===== src/rtl/lfps_pkg.sv =====
// ----------------------------------------------------------------------------
// lfps_pkg
// Shared types, widths and codes for the LED flash pattern sequencer.
// ----------------------------------------------------------------------------
`default_nettype none

package lfps_pkg;

   // Pattern store geometry
   localparam int MAX_ENTRIES = 255;
   localparam int ENTRY_W     = $clog2(MAX_ENTRIES);

   // Field widths
   localparam int CMD_W   = 3;
   localparam int INDEX_W = 8;
   localparam int TIME_W  = 16;
   localparam int COUNT_W = 8;
   localparam int DUTY_W  = 8;
   localparam int STATE_W = 2;
   localparam int RSP_W   = DUTY_W + STATE_W;

   // Duty ceiling
   localparam logic [DUTY_W-1:0] DUTY_MAX = DUTY_W'(255);

   // Commands
   localparam logic [CMD_W-1:0] CMD_TICK  = 3'd0;
   localparam logic [CMD_W-1:0] CMD_WRITE = 3'd1;
   localparam logic [CMD_W-1:0] CMD_START = 3'd2;
   localparam logic [CMD_W-1:0] CMD_ON    = 3'd3;
   localparam logic [CMD_W-1:0] CMD_OFF   = 3'd4;

   // LED modes
   localparam logic [STATE_W-1:0] MODE_OFF   = 2'd0;
   localparam logic [STATE_W-1:0] MODE_ON    = 2'd1;
   localparam logic [STATE_W-1:0] MODE_FLASH = 2'd2;

   // Register indexes
   localparam logic REG_BRIGHTNESS  = 1'b0;
   localparam logic REG_ACTIVE_HIGH = 1'b1;

   // Store access from the sequencer core
   typedef struct packed {
      logic               wr_en;
      logic [ENTRY_W-1:0] wr_addr;
      logic [TIME_W-1:0]  wr_data;
      logic [ENTRY_W-1:0] rd_addr;
   } store_req_type;

endpackage

`default_nettype wire


===== src/rtl/lfps_store.sv =====
// ----------------------------------------------------------------------------
// lfps_store
// Pattern duration memory: one write, one registered read, write-first.
// ----------------------------------------------------------------------------
`default_nettype none

module lfps_store (
   input  wire logic                    clock,
   input  wire logic                    reset,
   input  wire lfps_pkg::store_req_type req,
   output logic [lfps_pkg::TIME_W-1:0]  rd_data
);

   logic [lfps_pkg::TIME_W-1:0] mem [lfps_pkg::MAX_ENTRIES];
   logic [lfps_pkg::TIME_W-1:0] rd_raw_ff;
   logic [lfps_pkg::TIME_W-1:0] fwd_data_ff;
   logic                        fwd_ff;

   always_ff @(posedge clock) begin
      if (req.wr_en) begin
         mem[req.wr_addr] <= req.wr_data;
      end
      rd_raw_ff   <= mem[req.rd_addr];
      fwd_data_ff <= req.wr_data;
   end

   // same-address write wins over the old contents
   always_ff @(posedge clock) begin
      if (reset) begin
         fwd_ff <= 1'b0;
      end else begin
         fwd_ff <= req.wr_en && (req.wr_addr == req.rd_addr);
      end
   end

   assign rd_data = fwd_ff ? fwd_data_ff : rd_raw_ff;

endmodule

`default_nettype wire


===== config.mk =====
export PLATFORM = sky130hd
export DESIGN_NAME = lfps_store
export DESIGN_NICKNAME = d
export VERILOG_FILES = /design/src/rtl/lfps_pkg.sv /design/src/rtl/lfps_store.sv
export SDC_FILE = /design/constraint.sdc
export NUM_CORES = 2
export LEC_CHECK = 0
export CAP_MARGIN = 20
export CORE_MARGIN = 5
export CORE_UTILIZATION = 45
export CTS_CLUSTER_DIAMETER = 150
export DETAILED_ROUTE_END_ITERATION = 7
export DONT_BUFFER_PORTS = 1
export GPL_ROUTABILITY_DRIVEN = 0
export PLACE_DENSITY_LB_ADDON = 0.05
export SYNTH_ARGS = -nofsm -noshare
export SYNTH_HDL_FRONTEND = slang
export SYNTH_SLANG_ARGS = --single-unit

===== constraint.sdc =====
create_clock -name clock -period 6.3 [get_ports clock]
set_input_delay 1.575 -clock clock [delete_from_list [all_inputs] [get_ports clock]]
set_output_delay 1.575 -clock clock [all_outputs]
set_load 0.03 [all_outputs]

==> run_results.csv <==
group,metric,value,unit
outcome,status,"finished, violations left",
outcome,violations,"max-slew violations",
drt,totalWireLength,495.4,mm
finish,seqCellArea,0.1232,mm²
clocking,path_clk_slew,0.06,ns
sta,setup-violations-final,0,
drt,dr_total_vias,82990,
critical_path,worstSetupEndpointType,"register",
critical_path,crit_start,"req[1]",
critical_path,critPathKind,"input port to register",
clocking,cts_resized,0,
sta,clock_skew,0.02649,ns
floorplanning,start_util,45.08,%
yosys,yosysMostFrequentCell,"edfxtp_1",
clocking,clockBufferDepth,4,
placement,io_buffers,0,
sta,clock.fmax,158.8,MHz
yosys,syn_area,0.1601,mm²
global_route,grt_max_degree,646,
finish,multi_input_area,0.03417,mm²
yosys,ys_seq_area_share,76.95,%
floorplanning,dieArea,0.3677,mm²
yosys,synthDominantCellAreaShare,76.54,%
clocking,hold_buffers,0,
drt,routedWlPerCell,36.80,µm
sta,layout_min_cycle_time,6.296,ns
worst_hold_path,hold_class,"input port to register",
sta,rsz0062_at_grt,"false",
sta,period_share,99.94,%
drt,first_iter_violations,10390,
global_route,grt_pass1_wl,682.0,mm
yosys,synthCells,7892,
clocking,h-tree-depth,5,
floorplanning,chipHeight,606.4,µm
clocking,cts_sinks,4113,
yosys,synthFlopType,"edfxtp_1",
critical_path,cp-start-kind,"input port",
flow_run,cap_violations,0,
drt,viasPerCell,6.166,
placement,place_ws,-0.7506,ns
floorplanning,core,0.3551,mm²
clocking,cts_buffers,438,
yosys,synth.avg_cell_area,20.28,µm²
global_route,grt_usage,26.58,%
pwr,vdd_drop_max,0.2444,mV
drt,first_pass_iters,6,
placement,dpl_cell_area,0.1676,mm²
critical_path,arrival,7.19,ns
sta,tightest_slew,1.725,ns
finish,fin_cells,13460,
sta,hold_viol,0,
yosys,syn_nets,7927,
global_route,grt_pass1_vias,81830,
critical_path,path_delay_family,"buffers and inverters",
global_route,antenna_found_initial,31,
critical_path,cp_slowest_cell,"buf_16",
worst_hold_path,worstHoldStart,"reset",
yosys,async_reset_ff_share,0,%
global_route,grt_remaining_overflow,0,
finish,area_growth,13.49,%
yosys,ys_seq_elements,4113,
drt,drc,0,
finish,fill_cells,28610,
clocking,root_buffer,"clkbuf_16",
yosys,netlist-cell-type-count,84,
placement,dpl.hpwl,269.3,mm
critical_path,crit_top_cell,"buf_16",
critical_path,critPathMaxStageDelay,0.77,ns
yosys,synth-edff-count,4080,
critical_path,path_cells,"buf_16 -> buf_16 -> buf_16 -> nand2_4 -> buf_12 -> o221ai_1 -> o22ai_1 -> nor3_1 -> nor3_1 -> buf_4 -> nor4_1 -> buf_2 -> a41o_1",
clocking,insertion_delay,0.97,ns
pwr,power_leakage,58.15,nW
sta,slew_viol_final,175,
floorplanning,rows,219,
pwr,power_density,318.9,mW/mm²
yosys,synth.area.top_cells,"edfxtp_1, mux4_2, mux2i_1",
critical_path,cp_num_buf_inv,6,
floorplanning,top_level_ports,51,
critical_path,crit_path_max_fanout,164,
floorplanning,die_width,606.4,µm
placement,dp.cells,12650,
critical_path,r2r_start,"mem[61][15]$_DFFE_PP_",
clocking,cts_tree,"yes",
sta,slew_headroom,-15.01,%
critical_path,required,7.19,ns
sta,worst_slack,0.003961,ns
finish,drive_above_1_share,22.89,%
finish,fin_nets,8377,
clocking,post-cts-setup-buffer-count,0,
yosys,yosys.area.top_type,"edfxtp_1",
drt,ant_nets,0,
yosys,synth_common_cells,"edfxtp_1, mux2i_1, mux4_2",
yosys,ys_warn_count,0,
finish,design_area,0.1817,mm²
[area by class of cell]
cell class | count | area share (%)
antenna | 4 | 0.005510
multi-input combinational | 3283 | 18.81
sequential | 4113 | 67.81
clock buffer | 558 | 6.429
inverter | 7 | 0.02342
clock inverter | 245 | 1.220
timing repair buffer | 499 | 2.435
tap | 4751 | 3.272
[state kept, by name (all words and copies together) (netlist names)]
signal	cells
fwd_ff	1
fwd_data_ff	16
rd_raw_ff	16
mem	4080
[where the power goes]
group          internal, W  total (W)  switching (W)  leakage, nW
combinational     0.000964    0.00256        0.00160         14.4
clock               0.0146     0.0251         0.0106         6.79
sequential          0.0302     0.0302      0.0000524         36.9
[metal layers]
| layer | track usage (%) | part of all wire [%] |
|---|---|---|
| met1 | 38.13 | 42 |
| met4 | 7.105 | 3.0 |
| met5 | 0 | 0.011 |
| met2 | 42.55 | 48 |
| met3 | 4.454 | 7.4 |
[placed cells by master, fill, tap and decap left out, drive strengths merged, types with 16 or more instances in the layout]
cell type     n
a21oi       193
a211oi       56
o221ai      250
mux2i       770
o21ai       125
nor2        370
nor4         32
clkinv      184
dfxtp        33
a22oi        16
edfxtp     4080
buf         498
inv          18
nand3        60
mux2         33
nor3         85
o32ai        16
o22ai       179
nor2b        18
clkbuf      559
and3         16
o211ai       16
mux4        663
a31oi        18
nand4        30
bufinv       37
nand2       177
[path summary, 6_finish.rpt]
| check | to | slack [ns] | cells after the start |
|---|---|---|---|
| worst max-delay path | rd_raw_ff[14]$_DFF_P_ | 0.004 | 13 |
| worst min-delay path | fwd_ff$_SDFF_PP0_ | 0.74 | 1 |
| worst max register to register | rd_raw_ff[15]$_DFF_P_ | 3.30 | 8 |
| worst min register to register | rd_raw_ff[13]$_DFF_P_ | 1.03 | 4 |
[per-stage QoR]
step	util (%)	power, W	setup TNS [ns]	hold slack, ns
after CTS	51.11	0.05827	0	0.6377
final	51.16	0.05793	0	0.7385
after floorplan	-	0.03236	0	0.7780
after global placement	47.16	0.03326	-6.807	0.9852
after global routing	51.15	0.05958	0	0.6683
after detailed placement	47.19	0.03326	-6.604	1.008
[kinds of logic after synthesis]
kind of cell    after synthesis  share of synthesized area [%]
simple gates                832                          2.309
compound gates              977                          4.238
mux                        1466                          14.38
flops                      4113                          76.95
xor+xnor                      8                        0.04377
buf+inv                     496                          2.077
(Power assumes the default switching activity.)
