===== src/rtl/lfps_pkg.sv =====
// ----------------------------------------------------------------------------
// lfps_pkg
// Shared types, widths and codes for the LED flash pattern sequencer.
// ----------------------------------------------------------------------------
`default_nettype none

package lfps_pkg;

   // Pattern store geometry
   localparam int MAX_ENTRIES = 255;
   localparam int ENTRY_W     = $clog2(MAX_ENTRIES);

   // Field widths
   localparam int CMD_W   = 3;
   localparam int INDEX_W = 8;
   localparam int TIME_W  = 16;
   localparam int COUNT_W = 8;
   localparam int DUTY_W  = 8;
   localparam int STATE_W = 2;
   localparam int RSP_W   = DUTY_W + STATE_W;

   // Duty ceiling
   localparam logic [DUTY_W-1:0] DUTY_MAX = DUTY_W'(255);

   // Commands
   localparam logic [CMD_W-1:0] CMD_TICK  = 3'd0;
   localparam logic [CMD_W-1:0] CMD_WRITE = 3'd1;
   localparam logic [CMD_W-1:0] CMD_START = 3'd2;
   localparam logic [CMD_W-1:0] CMD_ON    = 3'd3;
   localparam logic [CMD_W-1:0] CMD_OFF   = 3'd4;

   // LED modes
   localparam logic [STATE_W-1:0] MODE_OFF   = 2'd0;
   localparam logic [STATE_W-1:0] MODE_ON    = 2'd1;
   localparam logic [STATE_W-1:0] MODE_FLASH = 2'd2;

   // Register indexes
   localparam logic REG_BRIGHTNESS  = 1'b0;
   localparam logic REG_ACTIVE_HIGH = 1'b1;

   // Store access from the sequencer core
   typedef struct packed {
      logic               wr_en;
      logic [ENTRY_W-1:0] wr_addr;
      logic [TIME_W-1:0]  wr_data;
      logic [ENTRY_W-1:0] rd_addr;
   } store_req_type;

endpackage

`default_nettype wire


===== src/rtl/lfps_skid.sv =====
// ----------------------------------------------------------------------------
// lfps_skid
// Result register with a skid stage; ready is registered.
// ----------------------------------------------------------------------------
`default_nettype none

module lfps_skid (
   input  wire logic                       clock,
   input  wire logic                       reset,
   input  wire logic                       in_valid,
   output logic                            in_ready,
   input  wire logic [lfps_pkg::RSP_W-1:0] in_data,
   output logic                            out_valid,
   input  wire logic                       out_ready,
   output logic [lfps_pkg::RSP_W-1:0]      out_data
);

   logic                       out_valid_ff;
   logic [lfps_pkg::RSP_W-1:0] out_data_ff;
   logic                       skid_valid_ff;
   logic [lfps_pkg::RSP_W-1:0] skid_data_ff;
   logic                       load_out;

   assign in_ready = !skid_valid_ff;
   assign load_out = out_ready || !out_valid_ff;

   always_ff @(posedge clock) begin
      if (reset) begin
         out_valid_ff  <= 1'b0;
         skid_valid_ff <= 1'b0;
      end else if (load_out) begin
         out_valid_ff  <= skid_valid_ff || in_valid;
         skid_valid_ff <= 1'b0;
      end else if (in_valid && in_ready) begin
         skid_valid_ff <= 1'b1;
      end
   end

   always_ff @(posedge clock) begin
      if (load_out) begin
         out_data_ff <= skid_valid_ff ? skid_data_ff : in_data;
      end else if (in_valid && in_ready) begin
         skid_data_ff <= in_data;
      end
   end

   assign out_valid = out_valid_ff;
   assign out_data  = out_data_ff;

   a_skid_behind_out: assert property (@(posedge clock) disable iff (reset)
      skid_valid_ff |-> out_valid_ff)
      else $error("skid holds an item ahead of the result register");

endmodule

`default_nettype wire


===== config.mk =====
export PLATFORM = sky130hd
export DESIGN_NAME = lfps_skid
export DESIGN_NICKNAME = d
export VERILOG_FILES = /design/src/rtl/lfps_pkg.sv /design/src/rtl/lfps_skid.sv
export SDC_FILE = /design/constraint.sdc
export NUM_CORES = 1
export LEC_CHECK = 0
export BUFFER_PORTS_ARGS = -buffer_cell sky130_fd_sc_hd__buf_2
export CORE_UTILIZATION = 26
export CTS_CLUSTER_SIZE = 8
export DETAILED_ROUTE_END_ITERATION = 7
export HOLD_SLACK_MARGIN = 0.1
export PLACE_DENSITY = 0.49
export SLEW_MARGIN = 0
export SYNTH_ARGS = -nofsm -noshare
export SYNTH_HDL_FRONTEND = slang
export SYNTH_SLANG_ARGS = --single-unit

===== constraint.sdc =====
create_clock -name clock -period 4 [get_ports clock]
set_clock_uncertainty 0.2 [all_clocks]
set_input_delay 1 -clock clock [delete_from_list [all_inputs] [get_ports clock]]
set_output_delay 1 -clock clock [all_outputs]
set_load 0.02 [all_outputs]

==> results by group <==
Run status
  • Outcome: complete, no violations

Yosys
  • Count of warnings emitted by yosys: 0
  • Area fraction of the dominant cell type after synthesis: 0.7284
  • Synthesized Nets: 53
  • Post-Synthesis Cells: 39
  • Top cells by area, synth: sky130_fd_sc_hd__edfxtp_1 (73%), sky130_fd_sc_hd__mux2_4 (13%), sky130_fd_sc_hd__dfxtp_1 (4.9%)
  • Leading area contributor after synthesis: sky130_fd_sc_hd__edfxtp_1
  • Distinct cells, synth: 11
  • Cell area after synthesis: 824.5 um2
  • Flip-flop and latch count after synthesis: 22
  • Average instance area after synthesis: 21.14 um2
  • Sequential-to-total area share from yosys stat: 0.7769

Global route
  • Congestion Overflow GR: 0
  • Wire length of the first global-routing pass: 1731 um
  • Vias in the first global route: ~400
  • Initial antenna violation count: 0
  • Maximum number of pins on one net before global-route repair: 14
  • Global Route Usage Sum: 0.07119

Place
  • GPL Wtd Cong: 0.5996
  • Number of placed instances, taps included: around 110
  • Input/output buffers: 25
  • Placed wire-length estimate: around 830 um
  • Cell area reported after detailed placement: 998.5 um2

Flow run
  • Max Cap Violations: 0

STA
  • Transition time at the pin with the least slew margin: 772.0 ps
  • Max Freq: 396.4 MHz
  • Fin crit share: 0.6307
  • Relative slew slack: 0.4831
  • Fin Setup TNS: 0 ps
  • Setup repair after global routing missed its margin: false
  • Max Slew Vio Count: 0
  • Final hold violation count: 0
  • Final min period: about 2500 ps
  • Setup violators final: 0

Worst hold path
  • Hold WC Path Type: reg -> reg

Clock tree
  • Root Buffer: sky130_fd_sc_hd__clkbuf_4
  • Clock tree from TritonCTS: done
  • CTS-repair resized insts: 0
  • Clock transition at the registers of the reported paths: ~110 ps
  • Count of clock tree sinks: 22
  • Clock insertion delay at the later pin of the skew report: about 290 ps
  • CTS hold repair buffers: 0
  • Clk buf depth: 2
  • Number of H-tree levels: 1
  • Post-CTS Repair Setup Buffers: 0
  • Number of CTS-inserted buffers: 3

Power and ir drop
  • Overall power consumption: about 410 uW
  • Net switching fraction of the power: 0.2132
  • Areal power density over the cells: slightly below 400 nW/um2
  • Internal power component: between 300 and 400 uW
  • Net switching component of the power: between 80 and 90 uW
  • Power share of the clock group: 0.245
  • Relative contribution of sequential cells to total power: 0.654
  • Worst supply voltage drop on vdd: 0.2583 mV
  • Relative contribution of combinational cells to total power: 0.101
  • Leakage: ~0.00039 uW

Final layout
  • Layout cell share with drive strength beyond 1: 0.5970
  • Antenna fix cells: 0
  • Most common cell after layout, fill and taps aside: sky130_fd_sc_hd__buf_2
  • Post-route standard cell area excluding fillers: slightly above 1000 um2
  • Top library cells by usage in the layout, fill and taps aside: sky130_fd_sc_hd__buf_2 (25), sky130_fd_sc_hd__edfxtp_1 (20), sky130_fd_sc_hd__mux2_4 (7), sky130_fd_sc_hd__mux2_2 (3), sky130_fd_sc_hd__clkbuf_4 (3)
  • Post-synthesis to final-layout area growth: 24.28%
  • Final instance count without filler cells: 111
  • Net count reported at finish: 82

Floorplanning
  • Number of primary I/O pins: 26
  • Die outline height: ~60 um
  • Core ar.: a little over 3000 um2
  • Starting density of the core: 0.2723
  • DIE AREA: around 3400 um2
  • X dimension of the die: 58.32 um
  • Std-Cell Rows: 20

Critical path
  • Endpoint required time on the critical path: ~3700 ps
  • Minimum setup slack among reg-to-reg paths: 2010 ps
  • Data arrival time at the worst-slack endpoint: roughly 2300 ps
  • Startpoint class of the critical path: input pin
  • Sort of element at the end of the critical path: register
  • Worst-path maximum fanout: 13
  • Crit Path Category: in -> reg

Routing
  • Total via count in the routed design: 415
  • Number of nets with antenna violations after detailed routing: 0
  • Number of DRC markers in iteration 0: 13
  • DRT Wirelength: 1135 um
  • Average routed wire per standard cell: 10.23 um
  • Via-to-Cell Ratio: around 3.7
  • Post-detailed-route DRC marker count: 0
  • Detailed-router iteration count before antenna repair: 2
## synthesized netlist by cell type
cell                       instances
sky130_fd_sc_hd__mux2_4            7
sky130_fd_sc_hd__mux2_2            3
sky130_fd_sc_hd__inv_1             1
sky130_fd_sc_hd__nand2b_1          1
sky130_fd_sc_hd__buf_6             1
sky130_fd_sc_hd__nor3b_1           1
sky130_fd_sc_hd__dfxtp_1           2
sky130_fd_sc_hd__nor3_1            1
sky130_fd_sc_hd__edfxtp_1         20
sky130_fd_sc_hd__a21oi_1           1
sky130_fd_sc_hd__nor2_2            1
## routing by layer
metal / GRT usage / up-vias / wire [um]
met2: 0.1264 / 10 / 593
met4: 0.02041 / 0 / 8
met3: 0.04176 / 2 / 58
met1: 0.07000 / 197 / 474
met5: 0 / - / 0
li1: - / 206 / -
## cell families after synthesis
kind of cell / share of synthesized area
mux: 0.1684
buf+inv: 0.01820
compound gates: 0.006064
simple gates: 0.03036
flops: 0.7769
## sequential cells by signal, summed over array words and instances (netlist names)
register       flops
skid_valid_ff      1
out_valid          1
skid_data_ff      10
out_data          10
## layout make-up
class | instances | area (um2)
inverter | 1 | 3.754
sequential | 22 | 640.6
tap | 44 | 55.05
clock buffer | 4 | 26.28
fill | 304 | 2003
timing repair buffer | 25 | 125.1
multi-input combinational | 15 | 173.9
## power by group through the flow
stage | Sequential, uW | Combinational, uW | Clock (uW)
2_1_floorplan | 283 | 13.6 | 0
3_3_place_gp | 272 | 41.4 | 0
3_5_place_dp | 272 | 41.7 | 0
4_1_cts | 267 | 41.8 | 105
5_1_grt | 268 | 44.5 | 112
6_report | 267 | 41.1 | 99.7
## per-stage QoR
| step | hold slack (ps) | utilization | worst slack, ps |
|---|---|---|---|
| floorplan | 323.2 | - | 1175 |
| global placement | 329.1 | 0.3298 | 1169 |
| detailed placement | 334.3 | 0.3298 | 1128 |
| CTS | 363.2 | 0.3384 | 1426 |
| global route | 375.9 | 0.3384 | 1330 |
| finish | 359.9 | 0.3384 | 1477 |
## critical path, cell delays in order
cell and delay, ps:
sky130_fd_sc_hd__buf_2 90, sky130_fd_sc_hd__nand2b_1 400, sky130_fd_sc_hd__nor3b_2 770
## final timing paths
check | startpoint | to | cells past startpoint
hold / removal | skid_data_ff[5] | out_data[5] | 1
setup / recovery | out_ready | skid_data_ff[3] | 3
hold reg to reg | skid_data_ff[5] | out_data[5] | 1
setup reg to reg | out_valid | skid_data_ff[3] | 2
Power figures use the tool's default switching activity.
