===== config.mk =====
export PLATFORM = sky130hd
export DESIGN_NAME = lfps_core
export DESIGN_NICKNAME = d
export VERILOG_FILES = /design/src/rtl/lfps_pkg.sv /design/src/rtl/lfps_core.sv
export SDC_FILE = /design/constraint.sdc
export NUM_CORES = 1
export LEC_CHECK = 0
export BUFFER_PORTS_ARGS = -buffer_cell sky130_fd_sc_hd__buf_4
export CAP_MARGIN = 20
export CORE_UTILIZATION = 51
export DETAILED_ROUTE_END_ITERATION = 10
export PLACE_DENSITY_LB_ADDON = 0.3
export SLEW_MARGIN = 10
export SYNTH_ARGS = -nofsm -noshare
export SYNTH_HDL_FRONTEND = slang
export SYNTH_SLANG_ARGS = --single-unit

===== constraint.sdc =====
create_clock -name clock -period 5 [get_ports clock]
set_clock_uncertainty 0.15 [all_clocks]
set_input_delay 0 -clock clock [delete_from_list [all_inputs] [get_ports clock]]
set_output_delay 0 -clock clock [all_outputs]
set_load 0.01 [all_outputs]

===== src/rtl/lfps_pkg.sv =====
// ----------------------------------------------------------------------------
// lfps_pkg
// Shared types, widths and codes for the LED flash pattern sequencer.
// ----------------------------------------------------------------------------
`default_nettype none

package lfps_pkg;

   // Pattern store geometry
   localparam int MAX_ENTRIES = 255;
   localparam int ENTRY_W     = $clog2(MAX_ENTRIES);

   // Field widths
   localparam int CMD_W   = 3;
   localparam int INDEX_W = 8;
   localparam int TIME_W  = 16;
   localparam int COUNT_W = 8;
   localparam int DUTY_W  = 8;
   localparam int STATE_W = 2;
   localparam int RSP_W   = DUTY_W + STATE_W;

   // Duty ceiling
   localparam logic [DUTY_W-1:0] DUTY_MAX = DUTY_W'(255);

   // Commands
   localparam logic [CMD_W-1:0] CMD_TICK  = 3'd0;
   localparam logic [CMD_W-1:0] CMD_WRITE = 3'd1;
   localparam logic [CMD_W-1:0] CMD_START = 3'd2;
   localparam logic [CMD_W-1:0] CMD_ON    = 3'd3;
   localparam logic [CMD_W-1:0] CMD_OFF   = 3'd4;

   // LED modes
   localparam logic [STATE_W-1:0] MODE_OFF   = 2'd0;
   localparam logic [STATE_W-1:0] MODE_ON    = 2'd1;
   localparam logic [STATE_W-1:0] MODE_FLASH = 2'd2;

   // Register indexes
   localparam logic REG_BRIGHTNESS  = 1'b0;
   localparam logic REG_ACTIVE_HIGH = 1'b1;

   // Store access from the sequencer core
   typedef struct packed {
      logic               wr_en;
      logic [ENTRY_W-1:0] wr_addr;
      logic [TIME_W-1:0]  wr_data;
      logic [ENTRY_W-1:0] rd_addr;
   } store_req_type;

endpackage

`default_nettype wire


===== src/rtl/lfps_core.sv =====
// ----------------------------------------------------------------------------
// lfps_core
// Sequencer state: mode, position, elapsed time, pattern length; duty out.
// ----------------------------------------------------------------------------
`default_nettype none

module lfps_core (
   input  wire logic                          clock,
   input  wire logic                          reset,
   input  wire logic                          accept,
   input  wire logic [lfps_pkg::CMD_W-1:0]    cmd,
   input  wire logic [lfps_pkg::INDEX_W-1:0]  entry_index,
   input  wire logic [lfps_pkg::TIME_W-1:0]   duration_ms,
   input  wire logic [lfps_pkg::COUNT_W-1:0]  pattern_count,
   input  wire logic [lfps_pkg::DUTY_W-1:0]   brightness,
   input  wire logic                          active_high,
   input  wire logic [lfps_pkg::TIME_W-1:0]   cur_dur,
   output lfps_pkg::store_req_type            store_req,
   output logic [lfps_pkg::DUTY_W-1:0]        duty,
   output logic [lfps_pkg::STATE_W-1:0]       lamp_state
);

   logic [lfps_pkg::STATE_W-1:0] mode_ff, mode_in;
   logic [lfps_pkg::ENTRY_W-1:0] position_ff, position_in;
   logic [lfps_pkg::TIME_W-1:0]  elapsed_ff, elapsed_in;
   logic [lfps_pkg::COUNT_W-1:0] len_ff, len_in;

   logic [lfps_pkg::TIME_W-1:0]  limit;
   logic [lfps_pkg::TIME_W-1:0]  elapsed_inc;
   logic [lfps_pkg::COUNT_W:0]   pos_inc;
   logic                         lit;
   logic [lfps_pkg::DUTY_W-1:0]  bright_clamp;
   logic [lfps_pkg::DUTY_W-1:0]  level;

   always_comb begin
      mode_in     = mode_ff;
      position_in = position_ff;
      elapsed_in  = elapsed_ff;
      len_in      = len_ff;
      store_req.wr_en   = 1'b0;
      store_req.wr_addr = entry_index[lfps_pkg::ENTRY_W-1:0];
      store_req.wr_data = duration_ms;

      // zero duration still holds for one tick
      limit       = (cur_dur == '0) ? lfps_pkg::TIME_W'(1) : cur_dur;
      elapsed_inc = elapsed_ff + lfps_pkg::TIME_W'(1);
      pos_inc     = (lfps_pkg::COUNT_W+1)'(position_ff) + (lfps_pkg::COUNT_W+1)'(1);

      if (accept) begin
         case (cmd)
            lfps_pkg::CMD_TICK: begin
               if (mode_ff == lfps_pkg::MODE_FLASH) begin
                  if (elapsed_inc >= limit) begin
                     elapsed_in = '0;
                     if (pos_inc >= {1'b0, len_ff}) begin
                        position_in = '0;
                     end else begin
                        position_in = pos_inc[lfps_pkg::ENTRY_W-1:0];
                     end
                  end else begin
                     elapsed_in = elapsed_inc;
                  end
               end
            end
            lfps_pkg::CMD_WRITE: begin
               store_req.wr_en = (32'(entry_index) < lfps_pkg::MAX_ENTRIES);
            end
            lfps_pkg::CMD_START: begin
               position_in = '0;
               elapsed_in  = '0;
               if (pattern_count == '0) begin
                  len_in  = '0;
                  mode_in = lfps_pkg::MODE_OFF;
               end else begin
                  len_in  = (32'(pattern_count) > lfps_pkg::MAX_ENTRIES)
                          ? lfps_pkg::COUNT_W'(lfps_pkg::MAX_ENTRIES) : pattern_count;
                  mode_in = lfps_pkg::MODE_FLASH;
               end
            end
            lfps_pkg::CMD_ON: begin
               mode_in     = lfps_pkg::MODE_ON;
               position_in = '0;
               elapsed_in  = '0;
            end
            lfps_pkg::CMD_OFF: begin
               mode_in     = lfps_pkg::MODE_OFF;
               position_in = '0;
               elapsed_in  = '0;
            end
            default: begin
            end
         endcase
      end

      // prefetch the duration of the entry shown next cycle
      store_req.rd_addr = position_in;
   end

   always_ff @(posedge clock) begin
      if (reset) begin
         mode_ff     <= lfps_pkg::MODE_OFF;
         position_ff <= '0;
         elapsed_ff  <= '0;
         len_ff      <= '0;
      end else begin
         mode_ff     <= mode_in;
         position_ff <= position_in;
         elapsed_ff  <= elapsed_in;
         len_ff      <= len_in;
      end
   end

   // output from the updated state
   always_comb begin
      lit = (mode_in == lfps_pkg::MODE_ON) ||
            ((mode_in == lfps_pkg::MODE_FLASH) && !position_in[0]);
      bright_clamp = (brightness > lfps_pkg::DUTY_MAX) ? lfps_pkg::DUTY_MAX : brightness;
      level        = lit ? bright_clamp : '0;
      duty         = active_high ? level : (lfps_pkg::DUTY_MAX - level);
      lamp_state   = mode_in;
   end

   a_flash_len: assert property (@(posedge clock) disable iff (reset)
      (mode_ff == lfps_pkg::MODE_FLASH) |-> (len_ff != '0))
      else $error("flashing with empty pattern");

   a_pos_range: assert property (@(posedge clock) disable iff (reset)
      (mode_ff == lfps_pkg::MODE_FLASH) |-> ({1'b0, position_ff} < {1'b0, len_ff}))
      else $error("position beyond pattern length");

   a_off_clears: assert property (@(posedge clock) disable iff (reset)
      (accept && (cmd == lfps_pkg::CMD_OFF)) |=>
      ((mode_ff == lfps_pkg::MODE_OFF) && (position_ff == '0) && (elapsed_ff == '0)))
      else $error("off command did not restart sequencer");

endmodule

`default_nettype wire


==> results of run 1 <==
==> worst max-delay path: stages, from the launching register on <==
cell and delay, ps:
dfxtp_1 440, nand3_1 150, nor3_1 410, and3_1 310, and3_1 270, nand3_1 140, xnor2_1 150, ha_1 300
nand4_1 140, nor3_1 280, o311ai_1 180, nand3_1 240, or3b_1 420, or3_1 340, nand2_1 90, buf_4 120
==> cells in the mapped netlist (2+ instances only) <==
library cell  number  share of area
or2_2              8          0.017
or4_1              2         0.0051
dfxtp_1           34           0.23
buf_4             24          0.062
inv_1             26          0.033
nor4_1             5          0.011
o21ai_0            8          0.014
a22oi_1            4          0.010
a41oi_1            2         0.0060
or3_1              4         0.0086
a21oi_1           37          0.063
and3_1            12          0.026
a311oi_1          11          0.033
a22o_1             2         0.0060
nand4_1            3         0.0064
o21a_1             2         0.0051
nand3_1           12          0.021
mux2i_1            2         0.0068
xor2_1            11          0.033
nor3_1             6          0.010
and4_1             2         0.0060
nor2_1            31          0.040
nand2_1           20          0.026
nand2b_1           8          0.017
and2_1             4         0.0086
a211oi_1           2         0.0051
xnor2_1           10          0.030
o21ai_1           14          0.024
ha_1              26           0.11
clkbuf_1          10          0.013
nor3b_1            2         0.0051
nor2b_1           16          0.034
==> kinds of logic (layout without fill, tap and decap cells) <==
kind of cell	after synthesis	after routing
xor+xnor	21	21
simple gates	142	142
mux	2	2
compound gates	96	96
buf+inv	63	142
fa+ha+maj	26	26
flops	34	34
==> repair_timing <==
item | in CTS | in global routing
endpoints found under the setup margin | 0 | 0
hold buffers | 33 | 0
endpoints found under the hold margin | 38 | 0
==> state kept, by name, summed over array words and instances (netlist names) <==
register     flops
elapsed_ff      16
len_ff           8
position_ff      8
mode_ff          2
==> layer usage <==
layer  global-route usage  vias up  part of all wire
met5                    0        -                 0
li1                     -     1501                 -
met3               0.0318        6             0.038
met1                0.300     1400              0.45
met4               0.0717        0             0.010
met2                0.433       71              0.50
==> where the power goes <==
| group | internal (mW) | switching, mW |
|---|---|---|
| Sequential | 0.273 | 0.000708 |
| Combinational | 0.0733 | 0.0638 |
| Clock | 0.139 | 0.104 |
| Total | 0.485 | 0.168 |
==> final cells by class <==
class	instances	area [µm²]	share of cell area
inverter	27	101	0.0268
tap	72	90.1	0.0239
multi-input combinational	287	1910	0.505
sequential	34	681	0.180
clock buffer	8	110	0.0292
timing repair buffer	107	886	0.235
==> final timing paths <==
path,from,endpoint,slack (ps),cells past startpoint
max,elapsed_ff[0]$_SDFFE_PP0P_,store_req[3],600,15
min,entry_index[1],store_req[25],40,2
max reg2reg,elapsed_ff[0]$_SDFFE_PP0P_,position_ff[3]$_SDFF_PP0_,860,14
min reg2reg,elapsed_ff[15]$_SDFFE_PP0P_,elapsed_ff[15]$_SDFFE_PP0P_,370,1
==> reports/results.ini, run 1 <==
[timing]
worstMarginPinSlew_ps=880
layout_worst_path_cycle_share=0.880
slew_violations=0
tns_ps=0
setup_violations=0
grt_setup_unrepaired=no
whs_ps=38.9
hold_viol=0
fin_crit_ps=4400
relSlewSlack=0.409
fin_ws_ps=601
clock.fmax_ghz=0.227

[routing]
wire_per_inst_um=13.4
ant_nets=0
post_drt_via_cell_ratio=5.57
wirelength_um=7190
drc_errors=0
vias=2978
drt_iter0_drc=131
firstDrtPassIters=4

[critical_path]
criticalPathCategory=reg2out
crit_arrival_ps=4250
cp-start-kind=register
cp.required_ps=4850
crit_path_max_fanout=6
endpoint_kind=output pin

[placed_design]
place.detailed.hpwl_um=5240
placed_cell_area_mm2=0.00334
dp_slack_ps=894
portBuffers=73
gp_congestion=0.836
dp.cells=494

[global_routing]
grt_max_degree=35
grt_pass1_vias=2683
grt_pass1_wl_um=11800
antenna_found_initial=0
grt.total_usage=0.242
overflow=0

[floorplanning]
pin_count=106
coreArea_mm2=0.00551
start_util=0.531
rows=27
die_h_um=77.7
die_w_um=77.7
die_area_mm2=0.00604

[layout]
layout-drive-gt1-share=0.207
mostFrequentLayoutCells=buf_4 (74), a21oi_1 (37), dfxtp_1 (34), dlygate4sd3_1 (33), nor2_1 (31)
area.growth.synth_to_final_pct=29.2
finish.utilization=0.686
n_antenna_cell=0
nFillCells=502
fin_area_mm2=0.00378
final_cells=535
final_nets=551
layout_commonest_cell=buf_4

[synthesis]
muxShareOfSynthArea=0.00685
synth_edf_count=0
syn_inst=384
ys_warn_count=0
synth-xor-area-share=0.0629
synth-compound-area-share=0.210
avgSynthCellArea_um2=7.61
synth_seq_cells=34
synth-async-reset-ratio=0
seq_area_frac_synth=0.233
synthAdderAreaFrac=0.111
synth_top_family_by_area=simple AND/OR/NAND/NOR gates
synth_simple_gate_area_share=0.262
ys_types=56
synth_nets=473
mappedNetlistArea_mm2=0.00292
ys.flop_type=dfxtp_1

[clocking]
cts-buffers-inserted=5
h-tree-depth=2
clock-root-buffer=clkbuf_8
clkSinkCount=34
clk_latency_ps=290
cts_setup_buffers=0
clockBufferDepth=2
post_cts_resized=0
cts_tree=yes
clk_pin_slew_worst_paths_ps=70

[run]
drv_cap=0

[outcome]
status=finished, final reports clean

[worst_hold_path]
hold_class=in2out

[pwr]
power_density_mw_per_mm2=173
peakVddDrop_v=0.000115
power_leakage_nw=1.77
total_power_mw=0.653

Power figures use the tool's default switching activity.
==> inputs of run 2 (changes only) <==
==> constraint.sdc (replaced) <==
create_clock -name clock -period 5 [get_ports clock]
set_clock_uncertainty 0.15 [all_clocks]
set_input_delay 0.5 -clock clock [delete_from_list [all_inputs] [get_ports clock]]
set_output_delay 0.5 -clock clock [all_outputs]
set_load 0.01 [all_outputs]
==> run 2 against run 1 <==
Effect of this change:
- clock-buffer cell count decreased by 2
- cell count decreased by 6.4%
- critical endpoint unchanged
- largest cell class unchanged
- critical path depth unchanged
- via count decreased by 6.4%
- clock power increased by 7%
==> reports/results.ini, run 2 (synthesized netlist as in run 1, its figures left out) <==
[placed_design]
place.detailed.hpwl_um=5190  ; was 5240 µm
placed_cell_area_mm2=0.00334  ; unchanged
portBuffers=73  ; unchanged
gp_congestion=0.828  ; was 0.836

[pwr]
sequentialPowerShare=0.421  ; was 0.418
power_density_mw_per_mm2=187  ; was 173 mW/mm²
p_switching_mw=0.158  ; was 0.168 mW
peakVddDrop_v=0.000116  ; was 0.000115 V
clock_power_share=0.400  ; was 0.372
power_leakage_nw=1.62  ; was 1.77 nW
comb_power_share=0.179  ; was 0.210
switching_share=0.243  ; was 0.257
p_int_mw=0.491  ; was 0.485 mW

[routing]
wire_per_inst_um=13.4  ; about the same
firstDrtPassIters=4  ; unchanged
vias=2788  ; was 2978
post_drt_via_cell_ratio=5.56  ; was 5.57
wirelength_um=6720  ; was 7190 µm
drt_iter0_drc=91  ; was 131
drc_errors=0  ; unchanged
ant_nets=0  ; unchanged

[run]
drv_cap=0  ; unchanged

[critical_path]
cpMaxStageDelayCell=dfxtp_1  ; unchanged
cp_top_family=simple AND/OR/NAND/NOR gates  ; unchanged
cp-start-kind=register  ; unchanged
crit_arrival_ps=4070  ; was 4250 ps
cp.required_ps=4350  ; was 4850 ps
slowest_delay_ps=440  ; about the same
crit_path_max_fanout=7  ; was 6
path_cells=nand2_1 > nor3_2 > and3_1 > and3_1 > nand3_1 > xnor2_1 > ha_1 > nand4_1 > nor3_2 > o311ai_1 > nand3_2 > or3b_1 > or3_1 > nand2_1 > buf_4  ; was nand3_1 > nor3_1 > and3_1 > and3_1 > nand3_1 > xnor2_1 > ha_1 > nand4_1 > nor3_1 > o311ai_1 > nand3_1 > or3b_1 > or3_1 > nand2_1 > buf_4
cp_num_buf_inv=1  ; unchanged
criticalPathCategory=reg2out  ; unchanged
endpoint_kind=output pin  ; unchanged

[global_routing]
grt_pass1_wl_um=11300  ; was 11800 µm
grt.total_usage=0.233  ; was 0.242
antenna_found_initial=0  ; unchanged
overflow=0  ; unchanged
grt_pass1_vias=2595  ; was 2683
grt_max_degree=35  ; unchanged

[layout]
regMostFlops=elapsed_ff  ; unchanged
final_nets=518  ; was 551
n_antenna_cell=0  ; unchanged
mostFrequentLayoutCells=buf_4 (74), a21oi_1 (37), dfxtp_1 (33), nor2_1 (31)  ; was buf_4 (74), a21oi_1 (37), dfxtp_1 (34), dlygate4sd3_1 (33), nor2_1 (31)
top_regs=elapsed_ff x16, len_ff x8, position_ff x8  ; unchanged
largest_register_ffs=16  ; unchanged
area.growth.synth_to_final_pct=19.0  ; was 29.2%
layout-drive-gt1-share=0.233  ; was 0.207
fin_area_mm2=0.00348  ; was 0.00378 mm²
layout_commonest_cell=buf_4  ; unchanged

[timing]
layout_worst_path_cycle_share=0.944  ; was 0.880
clock.fmax_ghz=0.212  ; was 0.227 GHz
worstMarginPinSlew_ps=859  ; was 880 ps
setup_violations=0  ; unchanged
grt_setup_unrepaired=no  ; unchanged
relSlewSlack=0.423  ; was 0.409
slew_violations=0  ; unchanged
tns_ps=0  ; unchanged
fin_crit_ps=4720  ; was 4400 ps
hold_viol=0  ; unchanged

[floorplanning]
die_area_mm2=0.00604  ; unchanged
rows=27  ; unchanged
die_h_um=77.7  ; unchanged
coreArea_mm2=0.00551  ; unchanged
die_w_um=77.7  ; unchanged
start_util=0.531  ; unchanged
pin_count=106  ; unchanged

[clocking]
clkSinkCount=34  ; unchanged
cts_tree=yes  ; unchanged
h-tree-depth=2  ; unchanged
clockBufferDepth=2  ; unchanged
cts-buffers-inserted=5  ; unchanged
clock-root-buffer=clkbuf_8  ; unchanged
clk_latency_ps=290  ; about the same
cts_setup_buffers=0  ; unchanged
clk_pin_slew_worst_paths_ps=70  ; about the same

[worst_hold_path]
hold_class=in2reg  ; was in2out

[outcome]
status=finished, final reports clean  ; unchanged

## run 2: changes by cell type in the layout (fill, tap and decap cells not counted), sizes merged
cell / previous run / this run
dlygate4sd3: 33 / 0
clkbuf: 8 / 6
bufinv: 0 / 1
## run 2: path summary, 6_finish.rpt
path	from	cells past startpoint	end	slack (ps)
worst min-delay path	pattern_count[4]	3	len_ff[4]$_SDFFE_PP0P_	290
worst max-delay path	elapsed_ff[2]$_SDFFE_PP0P_	15	store_req[3]	280
worst max register to register	elapsed_ff[2]$_SDFFE_PP0P_	14	position_ff[3]$_SDFF_PP0_	1060
worst min register to register	len_ff[0]$_SDFFE_PP0P_	2	len_ff[0]$_SDFFE_PP0P_	360
## run 2: through the flow
step	utilization	setup WS, ps	std cells	hold slack [ps]	total power, mW
after floorplan	-	897	384	315	0.352
after global placement	0.606	606	494	347	0.393
after detailed placement	0.606	369	494	350	0.394
after CTS	0.626	31.2	501	285	0.653
after global routing	0.632	12.3	501	291	0.681
final	0.632	278	501	292	0.649
## run 2: worst reg2reg max path, stage by stage, from the launching register on
cell and delay [ps]:
dfxtp_1 440, nand2_1 130, nor3_2 310, and3_1 290
and3_1 280, nand3_1 140, xnor2_1 160, ha_1 290
nand4_1 150, nor3_2 240, o311ai_1 180, nand3_2 180
or3b_1 420, or3_1 360, a21oi_1 150
## run 2: timing repair
| action | CTS | global route |
|---|---|---|
| hold buffers | 0 | 0 |
| gates resized for setup | 0 | 6 |
| endpoints found under the setup margin | 0 | 15 |
## run 2: area by class of cell
class | count | area, µm²
fill | 544 | 2030
multi-input combinational | 287 | 1940
sequential | 34 | 682
timing repair buffer | 74 | 556
inverter | 27 | 101
tap | 72 | 90.1
clock buffer | 6 | 82.6
clock inverter | 1 | 30.0
## run 2: power by group through the flow
| stage | registers (mW) | clock network, mW | logic [mW] |
|---|---|---|---|
| 2_1_floorplan | 0.279 | 0 | 0.0730 |
| 3_3_place_gp | 0.280 | 0 | 0.113 |
| 3_5_place_dp | 0.280 | 0 | 0.115 |
| 4_1_cts | 0.273 | 0.265 | 0.115 |
| 5_1_grt | 0.273 | 0.280 | 0.128 |
| 6_report | 0.273 | 0.260 | 0.116 |
## run 2: per-layer routing
layer	wire length [µm]	GRT usage	vias to the layer above
met5	0	0	-
met4	77	0.0528	0
met3	305	0.0588	8
met2	3300	0.402	64
met1	3040	0.291	1288
li1	-	-	1428
